`src/rtl/fch_pkg.sv`:
```
// Package for the fan curve block: field widths, register indexes,
// reset values and the configuration bundle. No dependencies.
`default_nettype none
package fch_pkg;

    localparam int TEMP_W     = 16;
    localparam int SPEED_W    = 8;
    localparam int HYST_W     = 8;
    localparam int COUNT_W    = 4;
    localparam int CFG_W      = 64;
    localparam int CFG_IDX_W  = 3;
    localparam int SEG_TOTAL  = 8;
    localparam int SEG_SEL_W  = 3;
    localparam int HSUM_W     = TEMP_W + 2;

    localparam logic [CFG_IDX_W-1:0] REG_FAN_ENABLE     = 3'd0;
    localparam logic [CFG_IDX_W-1:0] REG_SEGMENT_COUNT  = 3'd1;
    localparam logic [CFG_IDX_W-1:0] REG_THRESHOLDS_LO  = 3'd2;
    localparam logic [CFG_IDX_W-1:0] REG_THRESHOLDS_HI  = 3'd3;
    localparam logic [CFG_IDX_W-1:0] REG_SEGMENT_SPEEDS = 3'd4;
    localparam logic [CFG_IDX_W-1:0] REG_HYSTERESIS     = 3'd5;
    localparam logic [CFG_IDX_W-1:0] REG_INVALID_FLOOR  = 3'd6;
    localparam logic [CFG_IDX_W-1:0] REG_MAX_SPEED      = 3'd7;

    localparam logic [SPEED_W-1:0]       RESET_SPEED     = 8'd30;
    localparam logic signed [TEMP_W-1:0] RESET_FLOOR     = -16'sd40;
    localparam logic [SPEED_W-1:0]       RESET_MAX_SPEED = 8'd100;

    typedef logic signed [TEMP_W-1:0] temp_t;
    typedef logic [SPEED_W-1:0]       speed_t;

    typedef struct packed {
        logic                  fan_enable;
        logic [COUNT_W-1:0]    segment_count;
        logic [CFG_W-1:0]      thresholds_lo;
        logic [CFG_W-1:0]      thresholds_hi;
        logic [CFG_W-1:0]      segment_speeds;
        logic [HYST_W-1:0]     hysteresis;
        temp_t                 invalid_floor;
        speed_t                max_speed;
    } fch_cfg_t;

endpackage
`default_nettype wire

```
`src/rtl/fch_ifs.sv`:
```
// Valid/ready channel interfaces: temperature samples in, speed results out.
// Depends on fch_pkg.
`default_nettype none
interface fch_sample_if import fch_pkg::*; ();
    logic  valid;
    logic  ready;
    temp_t temperature;
    logic  auto_mode;

    modport source (output valid, output temperature, output auto_mode, input ready);
    modport sink   (input valid, input temperature, input auto_mode, output ready);
endinterface

interface fch_speed_if import fch_pkg::*; ();
    logic   valid;
    logic   ready;
    speed_t speed;
    logic   speed_changed;

    modport source (output valid, output speed, output speed_changed, input ready);
    modport sink   (input valid, input speed, input speed_changed, output ready);
endinterface
`default_nettype wire

```
`src/rtl/fch_curve.sv`:
```
// Fan curve evaluation: threshold search, invalid and unconfigured cases,
// hysteresis on speed drops. Combinational. Depends on fch_pkg.
`default_nettype none
module fch_curve import fch_pkg::*; #(
    parameter int MAX_SEGMENTS = 8
) (
    input  wire fch_cfg_t cfg,
    input  wire temp_t    temperature,
    input  wire logic     auto_mode,
    input  wire speed_t   old_speed,
    output speed_t        new_speed
);

    localparam int IDX_W = $clog2(MAX_SEGMENTS + 1);

    logic [2*CFG_W-1:0]        thr_all;
    temp_t                     th [SEG_TOTAL];
    speed_t                    spd [SEG_TOTAL];
    logic [IDX_W-1:0]          n_eff;
    logic [IDX_W-1:0]          idx;
    logic [SEG_SEL_W-1:0]      sel;
    speed_t                    cand;
    temp_t                     th_at;
    logic signed [HSUM_W-1:0]  hsum;
    logic signed [HSUM_W-1:0]  th_ext;

    assign thr_all = {cfg.thresholds_hi, cfg.thresholds_lo};

    always_comb
    begin
        for (int k = 0; k < SEG_TOTAL; k++)
        begin
            th[k]  = thr_all[k*TEMP_W +: TEMP_W];
            spd[k] = cfg.segment_speeds[k*SPEED_W +: SPEED_W];
        end
    end

    always_comb
    begin
        if (cfg.segment_count > COUNT_W'(MAX_SEGMENTS))
            n_eff = IDX_W'(MAX_SEGMENTS);
        else
            n_eff = IDX_W'(cfg.segment_count);

        // first used threshold above the sample
        idx = n_eff;
        for (int k = MAX_SEGMENTS - 1; k >= 0; k--)
        begin
            if ((IDX_W'(k) < n_eff) && (temperature < th[k]))
                idx = IDX_W'(k);
        end

        sel   = SEG_SEL_W'(idx - IDX_W'(1));
        cand  = (idx == '0) ? '0 : spd[sel];
        th_at = th[SEG_SEL_W'(idx)];
        hsum  = HSUM_W'(temperature) + HSUM_W'({1'b0, cfg.hysteresis});
        th_ext = HSUM_W'(th_at);

        if (!(cfg.fan_enable && auto_mode))
            new_speed = old_speed;
        else if ((n_eff == '0) || (temperature < cfg.invalid_floor))
            new_speed = cfg.max_speed;
        else if ((cand < old_speed) && (idx < n_eff) && !(hsum < th_ext))
            new_speed = old_speed;
        else
            new_speed = cand;
    end

endmodule
`default_nettype wire

```
`src/rtl/fan_curve_with_hysteresis.sv`:
```
// Top level of the piecewise fan curve with hysteresis.
// Depends on fch_pkg, fch_ifs (channel interfaces) and fch_curve.
//
//   channel   dir   payload                          notes
//   sample    in    temperature[15:0] s, auto_mode   valid/ready
//   result    out   speed[7:0], speed_changed        valid/ready, registered
//   cfg_*     in    cfg_index[2:0], cfg_data[63:0]   write on cfg_we, no read-back
//
// One transfer per cycle sustained while results are taken; a sample passes
// through the input register, then curve logic into the result register.
// The speed state updates in the same edge that loads the result register.
// A stalled result holds; the input register still takes one sample meanwhile.
// Reset: speed 30, configuration to its documented defaults, both stages empty.
`default_nettype none
module fan_curve_with_hysteresis import fch_pkg::*; #(
    parameter int MAX_SEGMENTS = 8
) (
    input  wire logic                 clk,
    input  wire logic                 rst_n,
    fch_sample_if.sink                sample,
    fch_speed_if.source               result,
    input  wire logic                 cfg_we,
    input  wire logic [CFG_IDX_W-1:0] cfg_index,
    input  wire logic [CFG_W-1:0]     cfg_data
);

    fch_cfg_t cfg_reg;
    logic     s1_valid_reg;
    temp_t    s1_temp_reg;
    logic     s1_auto_reg;
    logic     out_valid_reg;
    speed_t   out_speed_reg;
    logic     out_changed_reg;
    speed_t   cur_speed_reg;
    speed_t   speed_next;
    logic     out_free;
    logic     advance;

    assign out_free     = !out_valid_reg || result.ready;
    assign advance      = s1_valid_reg && out_free;
    assign sample.ready = !s1_valid_reg || out_free;

    assign result.valid         = out_valid_reg;
    assign result.speed         = out_speed_reg;
    assign result.speed_changed = out_changed_reg;

    fch_curve #(
        .MAX_SEGMENTS (MAX_SEGMENTS)
    ) u_curve (
        .cfg         (cfg_reg),
        .temperature (s1_temp_reg),
        .auto_mode   (s1_auto_reg),
        .old_speed   (cur_speed_reg),
        .new_speed   (speed_next)
    );

    always_ff @(posedge clk or negedge rst_n)
    begin
        if (!rst_n)
        begin
            cfg_reg.fan_enable     <= 1'b1;
            cfg_reg.segment_count  <= '0;
            cfg_reg.thresholds_lo  <= '0;
            cfg_reg.thresholds_hi  <= '0;
            cfg_reg.segment_speeds <= '0;
            cfg_reg.hysteresis     <= '0;
            cfg_reg.invalid_floor  <= RESET_FLOOR;
            cfg_reg.max_speed      <= RESET_MAX_SPEED;
        end
        else if (cfg_we)
        begin
            case (cfg_index)
                REG_FAN_ENABLE:     cfg_reg.fan_enable     <= cfg_data[0];
                REG_SEGMENT_COUNT:  cfg_reg.segment_count  <= cfg_data[COUNT_W-1:0];
                REG_THRESHOLDS_LO:  cfg_reg.thresholds_lo  <= cfg_data;
                REG_THRESHOLDS_HI:  cfg_reg.thresholds_hi  <= cfg_data;
                REG_SEGMENT_SPEEDS: cfg_reg.segment_speeds <= cfg_data;
                REG_HYSTERESIS:     cfg_reg.hysteresis     <= cfg_data[HYST_W-1:0];
                REG_INVALID_FLOOR:  cfg_reg.invalid_floor  <= cfg_data[TEMP_W-1:0];
                REG_MAX_SPEED:      cfg_reg.max_speed      <= cfg_data[SPEED_W-1:0];
                default:            cfg_reg                <= cfg_reg;
            endcase
        end
    end

    always_ff @(posedge clk or negedge rst_n)
    begin
        if (!rst_n)
        begin
            s1_valid_reg  <= 1'b0;
            out_valid_reg <= 1'b0;
            cur_speed_reg <= RESET_SPEED;
        end
        else
        begin
            if (sample.valid && sample.ready)
                s1_valid_reg <= 1'b1;
            else if (advance)
                s1_valid_reg <= 1'b0;

            if (advance)
            begin
                out_valid_reg <= 1'b1;
                cur_speed_reg <= speed_next;
            end
            else if (result.ready)
                out_valid_reg <= 1'b0;
        end
    end

    always_ff @(posedge clk)
    begin
        if (sample.valid && sample.ready)
        begin
            s1_temp_reg <= sample.temperature;
            s1_auto_reg <= sample.auto_mode;
        end
        if (advance)
        begin
            out_speed_reg   <= speed_next;
            out_changed_reg <= (speed_next != cur_speed_reg);
        end
    end

    // a shown result always matches the held speed state
    a_result_matches_state: assert property (@(posedge clk) disable iff (!rst_n)
        out_valid_reg |-> (out_speed_reg == cur_speed_reg))
        else $error("result speed differs from speed state");

    // a staged sample facing a free output moves into it
    a_stage_advances: assert property (@(posedge clk) disable iff (!rst_n)
        (s1_valid_reg && out_free) |=> out_valid_reg)
        else $error("staged sample did not reach the result register");

    // with the fan off the speed never moves
    a_disabled_holds: assert property (@(posedge clk) disable iff (!rst_n)
        (advance && !cfg_reg.fan_enable) |=> ($stable(cur_speed_reg) && !out_changed_reg))
        else $error("speed changed while fan disabled");

    // manual mode leaves the speed alone
    a_manual_holds: assert property (@(posedge clk) disable iff (!rst_n)
        (advance && !s1_auto_reg) |=> ($stable(cur_speed_reg) && !out_changed_reg))
        else $error("speed changed in manual mode");

endmodule
`default_nettype wire
```
`src/flat_wrapper.sv`:
```
// flat-port wrapper written by rule: the top's interface ports become plain ports
module fan_curve_with_hysteresis_flat import fch_pkg::*;
#(
    parameter int MAX_SEGMENTS = 8
)
  (clk, rst_n, cfg_we, cfg_index, cfg_data, sample_valid, sample_temperature, sample_auto_mode, sample_ready, result_valid, result_speed, result_speed_changed, result_ready);
  fch_sample_if sample_i ();
  fch_speed_if result_i ();
  input  wire logic clk;
  input  wire logic rst_n;
  input  wire logic cfg_we;
  input  wire logic [CFG_IDX_W-1:0] cfg_index;
  input  wire logic [CFG_W-1:0] cfg_data;
  input wire logic [$bits(sample_i.valid)-1:0] sample_valid;
  input wire logic [$bits(sample_i.temperature)-1:0] sample_temperature;
  input wire logic [$bits(sample_i.auto_mode)-1:0] sample_auto_mode;
  output wire logic [$bits(sample_i.ready)-1:0] sample_ready;
  output wire logic [$bits(result_i.valid)-1:0] result_valid;
  output wire logic [$bits(result_i.speed)-1:0] result_speed;
  output wire logic [$bits(result_i.speed_changed)-1:0] result_speed_changed;
  input wire logic [$bits(result_i.ready)-1:0] result_ready;
  assign sample_i.valid = sample_valid;
  assign sample_i.temperature = sample_temperature;
  assign sample_i.auto_mode = sample_auto_mode;
  assign sample_ready = sample_i.ready;
  assign result_valid = result_i.valid;
  assign result_speed = result_i.speed;
  assign result_speed_changed = result_i.speed_changed;
  assign result_i.ready = result_ready;
  fan_curve_with_hysteresis #(.MAX_SEGMENTS(MAX_SEGMENTS)) u_core (.clk(clk), .rst_n(rst_n), .sample(sample_i), .result(result_i), .cfg_we(cfg_we), .cfg_index(cfg_index), .cfg_data(cfg_data));
endmodule
```
`config.mk`:
```
export PLATFORM = sky130hd
export DESIGN_NAME = fan_curve_with_hysteresis_flat
export DESIGN_NICKNAME = d
export VERILOG_FILES = /design/src/rtl/fch_pkg.sv /design/src/rtl/fch_ifs.sv /design/src/rtl/fch_curve.sv /design/src/rtl/fan_curve_with_hysteresis.sv /design/src/flat_wrapper.sv
export SDC_FILE = /design/constraint.sdc
export NUM_CORES = 1
export LEC_CHECK = 0
export ABC_AREA = 1
export BUFFER_PORTS_ARGS = -buffer_cell sky130_fd_sc_hd__buf_2
export CAP_MARGIN = 30
export CORE_MARGIN = 8
export CORE_UTILIZATION = 60
export CTS_CLUSTER_SIZE = 40
export DETAILED_ROUTE_END_ITERATION = 16
export PLACE_DENSITY = 0.76
export SETUP_SLACK_MARGIN = 0.1
export SLEW_MARGIN = 20
export SYNTH_ARGS = -nofsm -noshare
export SYNTH_HDL_FRONTEND = slang
export SYNTH_SLANG_ARGS = --single-unit
```
`constraint.sdc`:
```
create_clock -name clk -period 15.2 [get_ports clk]
set_input_delay 1.52 -clock clk [delete_from_list [all_inputs] [get_ports clk]]
set_output_delay 1.52 -clock clk [all_outputs]
set_load 0.005 [all_outputs]
```
# Word-level counts from Yosys, hierarchy flattened
# Cells that the tools add are included.
# classes
eq_ne	8
mux	23
add_sub_neg	2
bitwise_logic	2
n_reduce_logical	32
magnitude_cmp	23
# op_table
cell	count
$lt A16 B16 Y1	9
$bmux W16 S3	1
$mux W8	6
$mux W4	9
$mux W16	2
$bmux W8 S3	1
$add A16 B9 Y17	1
$lt A17 B16 Y1	1
$lt A3 B4 Y1 const A	4
$reduce_and A2 Y1	8
$logic_and A1 B1 Y1	13
$eq A3 B3 Y1 const B	4
$ge A4 B4 Y1 const B	2
$logic_not A4 Y1	2
$lt A1 B4 Y1 const A	2
$lt A2 B4 Y1 const A	2
$lt A8 B8 Y1	1
$ne A8 B8 Y1	1
$not A3 Y4	2
$eq A3 B2 Y1 const B	2
$gt A4 B4 Y1 const B	1
$lt A4 B4 Y1	1
$mux W1	4
$reduce_bool A2 Y1	2
other kinds (5)	9
# totals
wordCells	105
register_bits	265
in_bits	89
out_inout_bits	11

# Depth between registers and ports, before layout
# logic_depth
ltp_word	25
depth_mapped	48
ltp_nobuf	44

# Hierarchy
# Synthesis repeated with hierarchy kept, for this count alone.
# unflattened
cells_unflattened	2018
hier_area_um2	16801.1
# modules_own_cells
module	instances	area_each_um2	cells_per_inst
fan_curve_with_hysteresis	1	10052.1	917
fch_curve	1	6749.0	1101

# Least setup slack after synthesis
# OpenSTA, ideal clock, no wires.
# synth_timing
kind	register to register
start	register u_core.s1_temp_reg[9]
end	register u_core.out_changed_reg, in the netlist u_core.result.speed_changed, data pin
setup_slack_ps	9482
t_arrival_ps	5464
path_stages_with_launch	43
n_path_buf	5
setup_time_ps	254
required_time_ps	14946
period_less_slack_ps	5718
path_cell_list	edfxtp_1 > ha_1 > nand2_1 > inv_1 > o21ai_0 > a21oi_1 > nor2_1 > nand3_1 > nand3_2 > nand2_1 > nand2_1 > nand2_1 > nand2_1 > nand2_1 > nand2_2 > nand2_4 > nand2_4 > buf_8 > [... 7 more ...] > o221ai_1 > nand3_1 > inv_1 > ha_1 > a21oi_1 > o211ai_1 > a31oi_1 > nand2_4 > nor2_8 > nand3_1 > nand3_1 > nand2_2 > nand2_2 > nand2_1 > nand2_1 > nand2_1 > nor2_1 > nand2_1
# synth_via
elab_chain_cells	23
elab_cells_between_ends	48
cone_classes	2 x add/sub; 12 x order compare; 1 x eq/ne; 18 x mux; 2 x bitwise; 13 x reduce/logical
# synth_rtl
element	line_no	text
start, declared	fan_curve_with_hysteresis.sv:29	temp_t s1_temp_reg;
start signal, assigned	fan_curve_with_hysteresis.sv:115	s1_temp_reg <= sample.temperature;
$lt A16 B16 Y1	fch_curve.sv:49	if ((IDX_W'(k) < n_eff) && (temperature < th[k]))
$logic_and A1 B1 Y1	fch_curve.sv:49	
$mux W4 (8 in a row)	fch_curve.sv:49	
$sub A3 B1 Y3	fch_curve.sv:53	sel = SEG_SEL_W'(idx - IDX_W'(1));
$not A3 Y4 (not written as such)	fch_curve.sv:54	cand = (idx == '0) ? '0 : spd[sel];
$bmux W8 S3	fch_curve.sv:54	
$mux W8 (not written as such) (2 in a row)	fch_curve.sv:54	
$mux W8	fch_curve.sv:54	
$lt A8 B8 Y1	fch_curve.sv:63	else if ((cand < old_speed) && (idx < n_eff) && !(hsum < th_ext))
$logic_and A1 B1 Y1 (2 in a row)	fch_curve.sv:63	
$mux W8	fch_curve.sv:63	
$mux W8 (*)	fch_curve.sv:61	else if ((n_eff == '0) || (temperature < cfg.invalid_floor))
$mux W8 (*)	fch_curve.sv:59	if (!(cfg.fan_enable && auto_mode))
$ne A8 B8 Y1 (*)	fan_curve_with_hysteresis.sv:121	out_changed_reg <= (speed_next != cur_speed_reg);
end signal, assigned	fan_curve_with_hysteresis.sv:121	
end, declared	fan_curve_with_hysteresis.sv:33	logic out_changed_reg;
# Every way passes the cells marked *; elsewhere a longest branch is shown, timed or not. The select of a mux whose other input is x is not followed.
# A chain may end at the register's enable or synchronous reset.

# Worst setup path in the final report
# Same ends and word-level chain as after synthesis.

==> results.txt <==
Summed over all instances, the cell type with the most area after synthesis is sky130_fd_sc_hd__dfrtp_1. The total CTS buffers is 29. The via count of the first global-routing pass came out at 14248. The most common cell after layout, fill and taps aside is sky130_fd_sc_hd__nand2_1.

The sum of routed wire length over all layers came out at 50.6 mm. The detail-routed via count per cell came out at 5.87. The maximum root-to-sink buffer count came out at 3.

The most used routing layer is met2. The total via count in the routed design is 14598. The global-route wire length before repair is 78.9 mm.

The worst clock skew came out at 0.0145 ns. CTS placed an instance of sky130_fd_sc_hd__clkbuf_16 at the clock tree root. The pin count of the biggest net entering global routing came out at 119. The average wire per cell in the routed design is 20.3 um. The site row count is 60. The count of fill cells added during filler insertion came out at 2312. For this design the ratio of total power to cell area is 180 mW/mm^2. The sum of negative setup slack is 0 ns.

The count of boundary I/O pins is 100. Summing the areas of all compound-gate instances in the mapped netlist gives 18.0% of the synthesized area. The worst endpoint data arrival time came out at 7.20 ns.

Headroom to the max-slew limit came out at 38.4%. The number of sinks handled by clock tree synthesis is 265. Once detail routing completed, the nets flagged for antenna violations numbered 0. The post-synthesis sequential element count came out at 265. The adder and majority cell fraction of the synthesized area is 13.1%. Along the worst path, the maximum fanout reaches 37. The antenna diode instance count is 0.

For this run the aggregate overflow at the end of global routing stands at 0. The combined buffer and inverter count along the critical path is 3. For this configuration, the core starts out at a cell density of 60.8%. In this run the number of H-tree levels came out at 1. The final-report hold violation count came out at 0. The overall global routing resource usage came out at 30.5%. The quantity of gates resized following cts is 0. The tool flagged a number of max-cap violations equal to 0. The post-route minimum period is 6.89 ns. The total power of the final layout came out at 3.28 mW. The maximum operating frequency came out at 0.145 GHz.

The simple-gate area share of the yosys netlist is 17.5%. The final-stage net count came out at 2386. The count of buffers added by post-CTS timing repair for setup came out at 0. The clock transition at the register clock pins on the worst setup and hold paths after CTS is 0.06 ns.

Broken down by cell family, the worst path's largest delay share belongs to simple AND/OR/NAND/NOR gates. Setup repair after global routing left no endpoint under its margin. The area added between synthesis and finish came out at 11.6%.

Cells fill 67.9% of the core in the end. The die width is 181 um. The placed cell area is 0.0171 mm^2. STA classifies the critical path endpoint as a flip-flop. The count of different cell masters after synthesis is 44. The sum of net half-perimeters after detailed placement is 37.9 mm. The kind of launch point of the worst setup path is a flip-flop.

The first detailed-routing pass took 6 iterations. Input and output buffers added on the ports amount to 99. The fraction of the cycle the final worst path needs came out at 45.4%. The die covers 0.0328 mm^2. The number of enable flip-flop cells after synthesis is 26. The met3 routing resource usage after global routing is 5.06%. The multiplexer fraction of the synthesized cell area came out at 0%. The fraction of met1 tracks used by global routing came out at 41.0%.

In this run the biggest area consumer among cell types represents 33.5% of the synthesized area. The number of warnings printed during yosys synthesis is 0. After detailed routing, the number of remaining DRC violations is 0. The run finished with clean final reports. TritonCTS built the clock tree. Among the stages of the critical path, the cell type that occurs most often is sky130_fd_sc_hd__nand2_1. The clock reaches the later pin of the worst-skew pair after 0.57 ns. The congestion estimate from routability-driven global placement came to 0.977. The count of hold buffers inserted by post-cts repair is 0. At the pin with the least slew margin, the transition time is 0.923 ns.

The slowest stage of the critical path is the sky130_fd_sc_hd__ha_1 cell. The placeable core region is 0.0269 mm^2. In this run the worst hold path is classified as flip-flop to flip-flop. The main combinational cell family by area after synthesis is compound AO/OA/AOI/OAI gates. The worst setup path is of the flip-flop to flip-flop kind. The synthesized area per cell came out at 7.93 um^2. The final-report max-slew violation count came out at 0.

The DRC violation total after the first TritonRoute iteration came out at 1511. The worst endpoint required time is 15.51 ns. In this run the cell area of the synthesized design comes to 0.0164 mm^2. The cell leakage power is 9.37 nW.

The delay of the slowest critical-path stage came out at 0.82 ns. The share of synthesized flip-flops with an asynchronous set or reset came out at 90.2%. The number of nets handed over by synthesis was 2322.

The number of setup violations in the final report came out at 0. Across the VDD grid, the largest voltage drop is 108 uV. The die height came out at 181 um.

Among all flip-flop cells after synthesis, the most frequent one is sky130_fd_sc_hd__dfrtp_1. The finished layout cell area came out at 0.0182 mm^2. The top cell types in the final layout, fill and taps aside, are sky130_fd_sc_hd__nand2_1, sky130_fd_sc_hd__o21ai_0, sky130_fd_sc_hd__inv_1, sky130_fd_sc_hd__dfrtp_1, sky130_fd_sc_hd__ha_1.

The post-synthesis instance total is 2062. The global-route met2 utilization is 47.7%. Sorting the synthesized cells by area gives the leading types as sky130_fd_sc_hd__dfrtp_1, sky130_fd_sc_hd__ha_1, sky130_fd_sc_hd__nand2_1. The fraction of final layout cells with drive strength greater than 1 is 10.3%.

The initial antenna violation count came to 1. The flip-flop count of the largest register after layout came out at 229. The xor and xnor area share after synthesis is 0.643%. The post-synthesis sequential area ratio came out at 41.5%.
==> per-stage QoR <==
stage	hold slack [ns]	setup slack, ns	instances
after CTS	0.483	8.38	2483
after floorplan	0.444	9.48	2062
final	0.483	8.31	2489
after global placement	0.462	8.55	2430
after global routing	0.501	7.69	2489
after detailed placement	0.469	8.41	2430
==> where the power goes <==
part           switching (mW)  internal, mW
combinational            1.01         0.525
clock                   0.300         0.468
sequential              0.115         0.867
==> Yosys cell counts, types with 2 or more instances <==
master and number:
sky130_fd_sc_hd__a211oi_1 2, sky130_fd_sc_hd__a21boi_0 2, sky130_fd_sc_hd__a21o_1 2, sky130_fd_sc_hd__a21oi_1 149, sky130_fd_sc_hd__a31oi_1 9, sky130_fd_sc_hd__buf_1 10, sky130_fd_sc_hd__buf_2 5, sky130_fd_sc_hd__clkbuf_1 63
sky130_fd_sc_hd__dfrtp_1 219, sky130_fd_sc_hd__dfstp_2 20, sky130_fd_sc_hd__edfxtp_1 26, sky130_fd_sc_hd__ha_1 170, sky130_fd_sc_hd__inv_1 311, sky130_fd_sc_hd__inv_2 7, sky130_fd_sc_hd__nand2_1 437, sky130_fd_sc_hd__nand2_2 10
sky130_fd_sc_hd__nand2_4 6, sky130_fd_sc_hd__nand3_1 100, sky130_fd_sc_hd__nand3_2 6, sky130_fd_sc_hd__nand3_4 3, sky130_fd_sc_hd__nand3b_1 8, sky130_fd_sc_hd__nand4_1 10, sky130_fd_sc_hd__nor2_1 67, sky130_fd_sc_hd__nor3_1 9
sky130_fd_sc_hd__o211ai_1 7, sky130_fd_sc_hd__o21a_1 7, sky130_fd_sc_hd__o21ai_0 325, sky130_fd_sc_hd__o21ai_1 26, sky130_fd_sc_hd__o21bai_1 4, sky130_fd_sc_hd__o221a_2 2, sky130_fd_sc_hd__o221ai_1 16, sky130_fd_sc_hd__xor2_1 12
==> routing by layer <==
metal  vias to the layer above  part of all wire, %  wire length, um
met5                         -                    0                0
met3                       143                  8.0             4050
li1                       6942                    -                -
met4                         0                  5.1             2570
met1                      6868                   43            21600
met2                       645                   44            22400
==> cell type report <==
cell class,count,area (um^2),share of cell area [%]
inverters,319,1200,6.56
multi-input cells,1399,8080,44.3
well taps,341,427,2.34
clock inverters,15,208,1.14
repair buffers,112,711,3.90
flip-flops and latches,265,6790,37.2
clock buffers,38,831,4.55
==> cell families (layout without fill, tap and decap cells) <==
logic type                 Yosys count  count (layout)
and+or+nand+nor                    661             661
AOI/OAI and AO/OA                  555             555
buffers and inverters              398             484
DFF                                265             265
adders and majority gates          171             171
xor gates and xnor gates            12              12
==> worst register-to-register path, delay by kind of cell, from the launching register on <==
family,cells,cell delay (ns)
buffers and inverters,3,0.64
adders and majority gates,3,1.45
and+or+nand+nor,18,2.26
DFF,1,0.75
AOI/OAI and AO/OA,9,1.52
==> path summary, 6_finish.rpt <==
kind / start / to / slack (ns) / depth (start not counted)
worst max-delay path: u_core.s1_temp_reg[9]$_DFFE_PP_ / u_core.result.speed_changed$_DFFE_PP_ / 8.31 / 33
worst min-delay path: u_core.cfg_reg[61]$_DFFE_PN0P_ / u_core.cfg_reg[61]$_DFFE_PN0P_ / 0.48 / 2
worst max register to register: u_core.s1_temp_reg[9]$_DFFE_PP_ / u_core.result.speed_changed$_DFFE_PP_ / 8.31 / 33
worst min register to register: u_core.cfg_reg[61]$_DFFE_PN0P_ / u_core.cfg_reg[61]$_DFFE_PN0P_ / 0.48 / 2
max in group asynchronous: rst_n / u_core.cfg_reg[16]$_DFFE_PN1P_ / 12.48 / 5
min in group asynchronous: rst_n / u_core.cfg_reg[92]$_DFFE_PN0P_ / 1.01 / 1
(Power assumes the default switching activity.)
